File: src/esd_pkg.sv
package esd_pkg;

	localparam int unsigned MAX_RES = 3;

	localparam logic [7:0] CH_BACKSLASH = 8'h5C;
	localparam logic [7:0] CH_ZERO      = 8'h30;
	localparam logic [7:0] CH_ONE       = 8'h31;
	localparam logic [7:0] CH_THREE     = 8'h33;
	localparam logic [7:0] CH_SEVEN     = 8'h37;
	localparam logic [7:0] CH_NINE      = 8'h39;
	localparam logic [7:0] CH_LA        = 8'h61;
	localparam logic [7:0] CH_LB        = 8'h62;
	localparam logic [7:0] CH_LF        = 8'h66;
	localparam logic [7:0] CH_LN        = 8'h6E;
	localparam logic [7:0] CH_LR        = 8'h72;
	localparam logic [7:0] CH_LT        = 8'h74;
	localparam logic [7:0] CH_LV        = 8'h76;
	localparam logic [7:0] CH_LX        = 8'h78;
	localparam logic [7:0] CH_UA        = 8'h41;
	localparam logic [7:0] CH_UF        = 8'h46;

	localparam logic [7:0] CODE_NUL = 8'h00;
	localparam logic [7:0] CODE_BEL = 8'h07;
	localparam logic [7:0] CODE_BS  = 8'h08;
	localparam logic [7:0] CODE_FF  = 8'h0C;
	localparam logic [7:0] CODE_LF  = 8'h0A;
	localparam logic [7:0] CODE_CR  = 8'h0D;
	localparam logic [7:0] CODE_TAB = 8'h09;
	localparam logic [7:0] CODE_VT  = 8'h0B;

	typedef enum logic [2:0] {
		MODE_PLAIN = 3'd0,
		MODE_ESC   = 3'd1,
		MODE_HEX0  = 3'd2,
		MODE_HEX1  = 3'd3,
		MODE_OCT1  = 3'd4,
		MODE_OCT2  = 3'd5
	} esd_mode_t;

	typedef logic [1:0] esd_cnt_t;

	typedef struct packed {
		esd_cnt_t                   cnt;
		logic [MAX_RES-1:0][7:0]    data;
		logic                       has_byte;
		logic                       last;
	} esd_bundle_t;

	function automatic logic is_hex(input logic [7:0] c);
		return (c >= CH_ZERO && c <= CH_NINE) || (c >= CH_LA && c <= CH_LF) ||
			(c >= CH_UA && c <= CH_UF);
	endfunction

	function automatic logic [3:0] hex_val(input logic [7:0] c);
		if (c <= CH_NINE) begin
			return c[3:0];
		end
		return c[3:0] + 4'd9;
	endfunction

	function automatic logic is_oct(input logic [7:0] c);
		return c >= CH_ZERO && c <= CH_SEVEN;
	endfunction

endpackage

File: src/esd_front.sv
module esd_front import esd_pkg::*; (
	input  logic        clk,
	input  logic        arst_n,
	input  logic        accept,
	input  logic [7:0]  in_byte,
	input  logic        in_last,
	output logic        enq,
	output esd_bundle_t bundle
);

	esd_mode_t  mode_q, mode_d;
	logic [7:0] first_q, first_d;
	logic [7:0] second_q, second_d;

	always_ff @(posedge clk or negedge arst_n) begin
		if (!arst_n) begin
			mode_q   <= MODE_PLAIN;
			first_q  <= '0;
			second_q <= '0;
		end else if (accept) begin
			mode_q   <= mode_d;
			first_q  <= first_d;
			second_q <= second_d;
		end
	end

	always_comb begin
		logic [MAX_RES-1:0][7:0] d;
		esd_cnt_t                n;
		logic                    ends;
		logic                    do_plain;
		d        = '0;
		n        = '0;
		mode_d   = mode_q;
		first_d  = first_q;
		second_d = second_q;
		do_plain = 1'b0;
		ends     = (in_byte == CODE_NUL) || in_last;

		if (in_byte != CODE_NUL) begin
			unique case (mode_q)
				MODE_ESC: begin
					mode_d = MODE_PLAIN;
					unique case (in_byte)
						CH_ZERO: begin d[n] = CODE_NUL; n = n + 2'd1; end
						CH_LA:   begin d[n] = CODE_BEL; n = n + 2'd1; end
						CH_LB:   begin d[n] = CODE_BS;  n = n + 2'd1; end
						CH_LF:   begin d[n] = CODE_FF;  n = n + 2'd1; end
						CH_LN:   begin d[n] = CODE_LF;  n = n + 2'd1; end
						CH_LR:   begin d[n] = CODE_CR;  n = n + 2'd1; end
						CH_LT:   begin d[n] = CODE_TAB; n = n + 2'd1; end
						CH_LV:   begin d[n] = CODE_VT;  n = n + 2'd1; end
						CH_LX:   mode_d = MODE_HEX0;
						default: begin
							if (in_byte >= CH_ONE && in_byte <= CH_THREE) begin
								first_d = in_byte;
								mode_d  = MODE_OCT1;
							end else begin
								d[n] = in_byte;
								n    = n + 2'd1;
							end
						end
					endcase
				end
				MODE_HEX0: begin
					if (is_hex(in_byte)) begin
						first_d = in_byte;
						mode_d  = MODE_HEX1;
					end else begin
						d[n] = CH_LX; n = n + 2'd1;
						do_plain = 1'b1;
					end
				end
				MODE_HEX1: begin
					if (is_hex(in_byte)) begin
						d[n]   = {hex_val(first_q), hex_val(in_byte)};
						n      = n + 2'd1;
						mode_d = MODE_PLAIN;
					end else begin
						d[n] = CH_LX;   n = n + 2'd1;
						d[n] = first_q; n = n + 2'd1;
						do_plain = 1'b1;
					end
				end
				MODE_OCT1: begin
					if (is_oct(in_byte)) begin
						second_d = in_byte;
						mode_d   = MODE_OCT2;
					end else begin
						d[n] = first_q; n = n + 2'd1;
						do_plain = 1'b1;
					end
				end
				MODE_OCT2: begin
					if (is_oct(in_byte)) begin
						d[n]   = {first_q[1:0], second_q[2:0], in_byte[2:0]};
						n      = n + 2'd1;
						mode_d = MODE_PLAIN;
					end else begin
						d[n] = first_q;  n = n + 2'd1;
						d[n] = second_q; n = n + 2'd1;
						do_plain = 1'b1;
					end
				end
				default: do_plain = 1'b1;
			endcase

			if (do_plain) begin
				if (in_byte == CH_BACKSLASH) begin
					mode_d = MODE_ESC;
				end else begin
					mode_d = MODE_PLAIN;
					d[n]   = in_byte;
					n      = n + 2'd1;
				end
			end
		end

		if (ends) begin
			unique case (mode_d)
				MODE_HEX0: begin d[n] = CH_LX; n = n + 2'd1; end
				MODE_HEX1: begin
					d[n] = CH_LX;   n = n + 2'd1;
					d[n] = first_d; n = n + 2'd1;
				end
				MODE_OCT1: begin d[n] = first_d; n = n + 2'd1; end
				MODE_OCT2: begin
					d[n] = first_d;  n = n + 2'd1;
					d[n] = second_d; n = n + 2'd1;
				end
				default: ;
			endcase
			mode_d   = MODE_PLAIN;
			first_d  = '0;
			second_d = '0;
		end

		bundle.data     = d;
		bundle.last     = ends;
		bundle.has_byte = 1'b1;
		bundle.cnt      = n;
		if (ends && n == '0) begin
			bundle.cnt      = 2'd1;
			bundle.has_byte = 1'b0;
		end
		enq = accept && (bundle.cnt != '0);
	end

endmodule

File: src/esd_queue.sv
module esd_queue import esd_pkg::*; #(
	parameter int unsigned DEPTH = 4
) (
	input  logic        clk,
	input  logic        arst_n,
	input  logic        wr,
	input  esd_bundle_t wr_data,
	output logic        full,
	input  logic        rd,
	output logic        nonempty,
	output esd_bundle_t rd_data
);

	localparam int unsigned PW = (DEPTH > 1) ? $clog2(DEPTH) : 1;
	localparam int unsigned CW = $clog2(DEPTH + 1);

	esd_bundle_t   mem_q [DEPTH];
	logic [PW-1:0] wptr_q, rptr_q;
	logic [CW-1:0] count_q;

	assign full     = (count_q == CW'(DEPTH));
	assign nonempty = (count_q != '0);
	assign rd_data  = mem_q[rptr_q];

	always_ff @(posedge clk) begin
		if (wr && !full) begin
			mem_q[wptr_q] <= wr_data;
		end
	end

	always_ff @(posedge clk or negedge arst_n) begin
		if (!arst_n) begin
			wptr_q  <= '0;
			rptr_q  <= '0;
			count_q <= '0;
		end else begin
			if (wr && !full) begin
				wptr_q <= (wptr_q == PW'(DEPTH - 1)) ? '0 : wptr_q + 1'b1;
			end
			if (rd && nonempty) begin
				rptr_q <= (rptr_q == PW'(DEPTH - 1)) ? '0 : rptr_q + 1'b1;
			end
			unique case ({wr && !full, rd && nonempty})
				2'b10:   count_q <= count_q + 1'b1;
				2'b01:   count_q <= count_q - 1'b1;
				default: count_q <= count_q;
			endcase
		end
	end

endmodule

File: src/esd_back.sv
module esd_back import esd_pkg::*; (
	input  logic        clk,
	input  logic        arst_n,
	input  logic        q_nonempty,
	input  esd_bundle_t q_data,
	output logic        q_rd,
	output logic        empty,
	input  logic        pop,
	output logic [7:0]  out_byte,
	output logic        has_byte,
	output logic        out_last
);

	esd_bundle_t cur_q;
	esd_cnt_t    idx_q;
	logic        valid_q;
	logic        take;
	logic        done;
	logic        at_end;

	assign at_end   = (idx_q == cur_q.cnt - 2'd1);
	assign take     = pop && valid_q;
	assign done     = take && at_end;
	assign q_rd     = q_nonempty && (!valid_q || done);

	assign empty    = !valid_q;
	assign out_byte = cur_q.data[idx_q];
	assign has_byte = cur_q.has_byte;
	assign out_last = cur_q.last && at_end;

	always_ff @(posedge clk) begin
		if (q_rd) begin
			cur_q <= q_data;
		end
	end

	always_ff @(posedge clk or negedge arst_n) begin
		if (!arst_n) begin
			valid_q <= 1'b0;
			idx_q   <= '0;
		end else if (q_rd) begin
			valid_q <= 1'b1;
			idx_q   <= '0;
		end else if (done) begin
			valid_q <= 1'b0;
		end else if (take) begin
			idx_q <= idx_q + 2'd1;
		end
	end

endmodule

File: src/escape_sequence_decoder.sv
// Path: a byte accepted by the front end is written to the bundle queue, then loaded into
// the back end's output register before its first result is on the outputs.
// Throughput: one byte per cycle while the queue is not full and each byte gives at most
// one result; results leave one per cycle while pop is held, so a byte with several
// results holds the back end for one pop per result and the bundle queue (DEPTH) absorbs it.
// Reset: arst_n clears the parser to plain mode and empties the bundle queue and the back end.
module escape_sequence_decoder import esd_pkg::*; #(
	parameter int unsigned DEPTH = 4
) (
	input  logic       clk,
	input  logic       arst_n,
	input  logic       push,
	output logic       full,
	input  logic [7:0] in_byte,
	input  logic       in_last,
	output logic       empty,
	input  logic       pop,
	output logic [7:0] out_byte,
	output logic       has_byte,
	output logic       out_last
);

	esd_bundle_t front_bundle;
	esd_bundle_t q_data;
	logic        enq;
	logic        q_full;
	logic        q_rd;
	logic        q_nonempty;

	assign full = q_full;

	esd_front u_front (
		.clk     (clk),
		.arst_n  (arst_n),
		.accept  (push && !q_full),
		.in_byte (in_byte),
		.in_last (in_last),
		.enq     (enq),
		.bundle  (front_bundle)
	);

	esd_queue #(.DEPTH(DEPTH)) u_queue (
		.clk      (clk),
		.arst_n   (arst_n),
		.wr       (enq),
		.wr_data  (front_bundle),
		.full     (q_full),
		.rd       (q_rd),
		.nonempty (q_nonempty),
		.rd_data  (q_data)
	);

	esd_back u_back (
		.clk        (clk),
		.arst_n     (arst_n),
		.q_nonempty (q_nonempty),
		.q_data     (q_data),
		.q_rd       (q_rd),
		.empty      (empty),
		.pop        (pop),
		.out_byte   (out_byte),
		.has_byte   (has_byte),
		.out_last   (out_last)
	);

endmodule

File: config.mk
export PLATFORM = sky130hd
export DESIGN_NAME = escape_sequence_decoder
export DESIGN_NICKNAME = d
export VERILOG_FILES = /design/src/esd_pkg.sv /design/src/esd_front.sv /design/src/esd_queue.sv /design/src/esd_back.sv /design/src/escape_sequence_decoder.sv
export SDC_FILE = /design/constraint.sdc
export NUM_CORES = 1
export LEC_CHECK = 0
export BUFFER_PORTS_ARGS = -buffer_cell sky130_fd_sc_hd__buf_2
export CORE_MARGIN = 10
export CORE_UTILIZATION = 50
export CTS_CLUSTER_SIZE = 16
export DETAILED_ROUTE_END_ITERATION = 8
export HOLD_SLACK_MARGIN = 0.06
export PLACE_DENSITY = 0.66
export SYNTH_ARGS = -nofsm -noshare
export SYNTH_HDL_FRONTEND = slang
export SYNTH_SLANG_ARGS = --single-unit
File: constraint.sdc
create_clock -name clk -period 7.15 [get_ports clk]
set_clock_uncertainty 0.15 [all_clocks]
set_input_delay 0.3575 -clock clk [delete_from_list [all_inputs] [get_ports clk]]
set_output_delay 0.3575 -clock clk [all_outputs]
set_load 0.01 [all_outputs]
==> results.txt <==
----------------------------------------------------
[Global route]
  Leftover overflow at the end of global routing ... 0
  Tot GR Track Use ... 0.222
  First-pass GRT wire length ... around 42 mm
  Pin count of the biggest net entering global routing ... 33
  Initial antenna violation count ... 0
  Vias in the first global route ... ~6800

[Floorplan]
  Number of rows in the core area ... 50
  Y dimension of the die ... ~160 um
  Placeable core region ... roughly 19000 um^2
  Horizontal extent of the die ... ~160 um
  Top-level I/O count ... 25
  Initial core utilization ... 0.505
  Total Die Area ... around 25000 um^2

[STA]
  Aggregate negative setup slack ... 0 ps
  Final worst path period share ... 0.760
  Slew at the pin closest to its max-slew limit ... ~1100 ps
  Max transition margin ... 0.266
  Final setup fails ... 0
  Setup repair after global routing missed its margin ... no
  Shortest clock period the worst path allows after layout ... 5430 ps
  Max-slew violation total from the final report ... 0
  Fmax ... about 0.18 GHz
  Number of failing hold endpoints at the final stage ... 0

[Final layout]
  Growth of design area from synthesis to finish ... 9.22%
  Finished layout cell area ... just over 10000 um^2
  Area of combinational cells with multiple inputs ... about 4200 um^2
  Register cell area after layout ... between 4000 and 5000 um^2
  Layout cell share with drive strength beyond 1 ... 0.159
  Post-route non-filler standard cell count ... around 1100
  Fin nets ... ~850
  Fillers ... roughly 1600
  Number of diodes added for antenna fixing ... 0

[Setup path]
  Category of the critical setup timing path ... input pin to flop
  Arrival @ worst endpoint ... ~5400 ps
  CP required ... 7150 ps
  Category of the worst setup path launch point ... input pin
  Critical-path maximum fanout ... 15
  Nature of the critical path endpoint ... flop

[Clocking]
  Inserted Clock Buffers ... 17
  Sink count of the clock tree ... 169
  Root Buffer ... clkbuf_16
  Clock latency reported for the late side of the worst-skew pair ... about 430 ps
  Clock tree from TritonCTS ... built
  Clock slew seen by the registers of the worst setup and hold paths ... ~70 ps
  Worst-case clock buffer depth ... 2
  H-tree Lvls ... 4
  CTS resizes ... 0

[Detailed routing]
  Routed Antenna Nets ... 0
  Initial detailed-routing violation count ... around 880
  Residual DRC ... 0
  Number of optimization iterations in the first detailed-route pass ... 6
  Wire per inst ... roughly 25 um
  Overall routed net length ... 26.5 mm
  Post-detailed-route via-to-cell ratio ... roughly 6.6
  Total vias in the final route ... 6977

[Placement]
  Standard cell area after detailed placement ... 9680 um^2
  Routability congestion estimate ... approximately 0.93
  Placed cells ... between 1000 and 1500
  Placed wire-length estimate ... 18.9 mm
  Count of port buffers added during placement ... 24

[Yosys]
  Area share of fa/ha/maj cells after synthesis ... 0.0287
  Synth unique cells ... between 90 and 100
  XOR/XNOR share of the synthesized area ... 0.00930
  Dominant combinational cell family by area after synthesis ... compound AO/OA/AOI/OAI gates
  Total standard cell area after synthesis ... 9420 um^2
  Count of mapped cells out of synthesis ... about 810
  Mean instance size in the synthesized netlist ... between 10 and 15 um^2
  Proportion of register bits with asynchronous set or reset after synthesis ... 0.172
  Main flop type after synthesis ... edfxtp_1
  Number of enable flip-flop cells after synthesis ... 140
  Area fraction in compound gates after synthesis ... 0.169
  Fraction of the yosys area taken by sequential cells ... 0.524
  Cell with the most instances after synthesis ... edfxtp_1
  Flip-flop and latch count after synthesis ... 169
  Multiplexer share of the synthesized area ... 0.0934
  Net Count, Synth ... ~850
  Yosys top cell area share ... 0.447
  Cells taking the most area after synthesis ... edfxtp_1 45%, dfrtp_1 7.7%, mux4_2 6.7%
  Cell accounting for the most synthesized area ... edfxtp_1
  Top post-synthesis cells by count ... 140 x edfxtp_1, 79 x nand2_1, 55 x nor2_1
  Ys Warns ... 0
  Post-synthesis simple-gate area fraction ... 0.143

[Power and ir drop]
  Power Dens Cells ... roughly 300 nW/um^2
  Peak supply drop ... 0.000169 V
  Static leakage ... 3.49 nW

[Min path]
  Hold/Removal Path Class ... input pin to flop

[Run status]
  Outcome ... finished clean

[Job]
  Max_cap viols ... 0

----------------------------------------------------
==> worst max-delay path: stages <==
cell and delay, ps:
buf_2 220, inv_1 130, ha_1 270, nor2b_1 240, a31oi_1 280, a211oi_4 500
nor2_1 160, a2111oi_4 390, nor2_2 190, nor3b_1 510, ha_1 640, o21ai_0 370
nor2_1 350, o21ai_1 230, o31ai_1 600
==> report_power, final <==
part           switching [mW]  internal, mW  total (mW)
clock                   0.429         0.465       0.894
sequential              0.129          1.32        1.45
combinational           0.384         0.307       0.691
==> cells in the final DEF (no fill, tap or decap), types with 8 or more instances in the layout <==
| cell type | instances |
|---|---|
| edfxtp_1 | 140 |
| nand2_1 | 79 |
| nor2_1 | 55 |
| o21ai_0 | 51 |
| a21oi_1 | 37 |
| mux4_2 | 28 |
| dfrtp_1 | 28 |
| buf_2 | 24 |
| inv_1 | 23 |
| ha_1 | 20 |
| nor3_1 | 17 |
| nand3_1 | 17 |
| clkbuf_16 | 17 |
| nor2b_1 | 15 |
| a31oi_1 | 12 |
| mux2i_1 | 12 |
| o22ai_1 | 11 |
| and2_1 | 9 |
| a22oi_1 | 9 |
| nand2b_1 | 8 |
| nor4_1 | 8 |
| a211oi_1 | 8 |
==> stage by stage <==
step	power (mW)	worst slack, ps	utilization	hold slack, ps
5_1_grt	3.20	1320	0.552	179
3_3_place_gp	2.15	1750	0.519	306
3_5_place_dp	2.18	1480	0.519	320
6_report	3.03	1720	0.552	138
2_1_floorplan	1.94	2620	-	-88.1
4_1_cts	3.07	1880	0.552	121
==> final timing paths <==
path / slack (ps) / end / startpoint / cells past startpoint
setup / recovery: 1720 / u_queue.mem_q[2][2] / in_byte[1] / 15
hold / removal: 140 / u_back.valid_q / pop / 4
setup reg to reg: 1790 / u_queue.mem_q[2][2] / u_front.mode_q[0] / 12
hold reg to reg: 340 / u_queue.count_q[2] / u_queue.count_q[2] / 1
max in group asynchronous: 5930 / u_queue.rptr_q[0] / arst_n / 2
min in group asynchronous: 380 / u_back.idx_q[1] / arst_n / 2
==> per-layer routing <==
layer / global-route usage / part of all wire / wire [um]
met1: 0.303 / 0.43 / 11300
met2: 0.353 / 0.49 / 12900
met3: 0.0349 / 0.062 / 1640
met5: 0 / 0 / 0
met4: 0.0797 / 0.026 / 682
==> cells by family (layout without fill, tap and decap cells) <==
family	count (synthesis)	after routing
mux	50	50
simple gates	262	262
buf+inv	75	88
flops	169	169
fa+ha+maj	21	21
compound gates	226	226
xor+xnor	10	10
==> layout make-up <==
class                   count  share of cell area
clock inverters            15              0.0150
well taps                 234              0.0285
repair buffers             33              0.0187
clock buffers              17              0.0414
flip-flops and latches    169               0.479
multi-input cells         569               0.409
inverters                  23             0.00840
==> repair_timing <==
item / 4_1_cts / 5_1_grt
endpoints found under the hold margin: 30 / 0
buffers inserted: 0 / 0
hold buffers: 2 / 0
==> flip-flops by register name, summed over array words and instances, names as in the netlist <==
register / flops
u_queue.mem_q: 112
u_front.mode_q: 3
u_queue.wptr_q: 2
u_back.has_byte: 1
u_queue.count_q: 3
u_back.valid_q: 1
u_front.first_q: 8
u_back.idx_q: 2
u_front.second_q: 8
u_back.cur_q: 27
u_queue.rptr_q: 2
(Power assumes the default switching activity.)
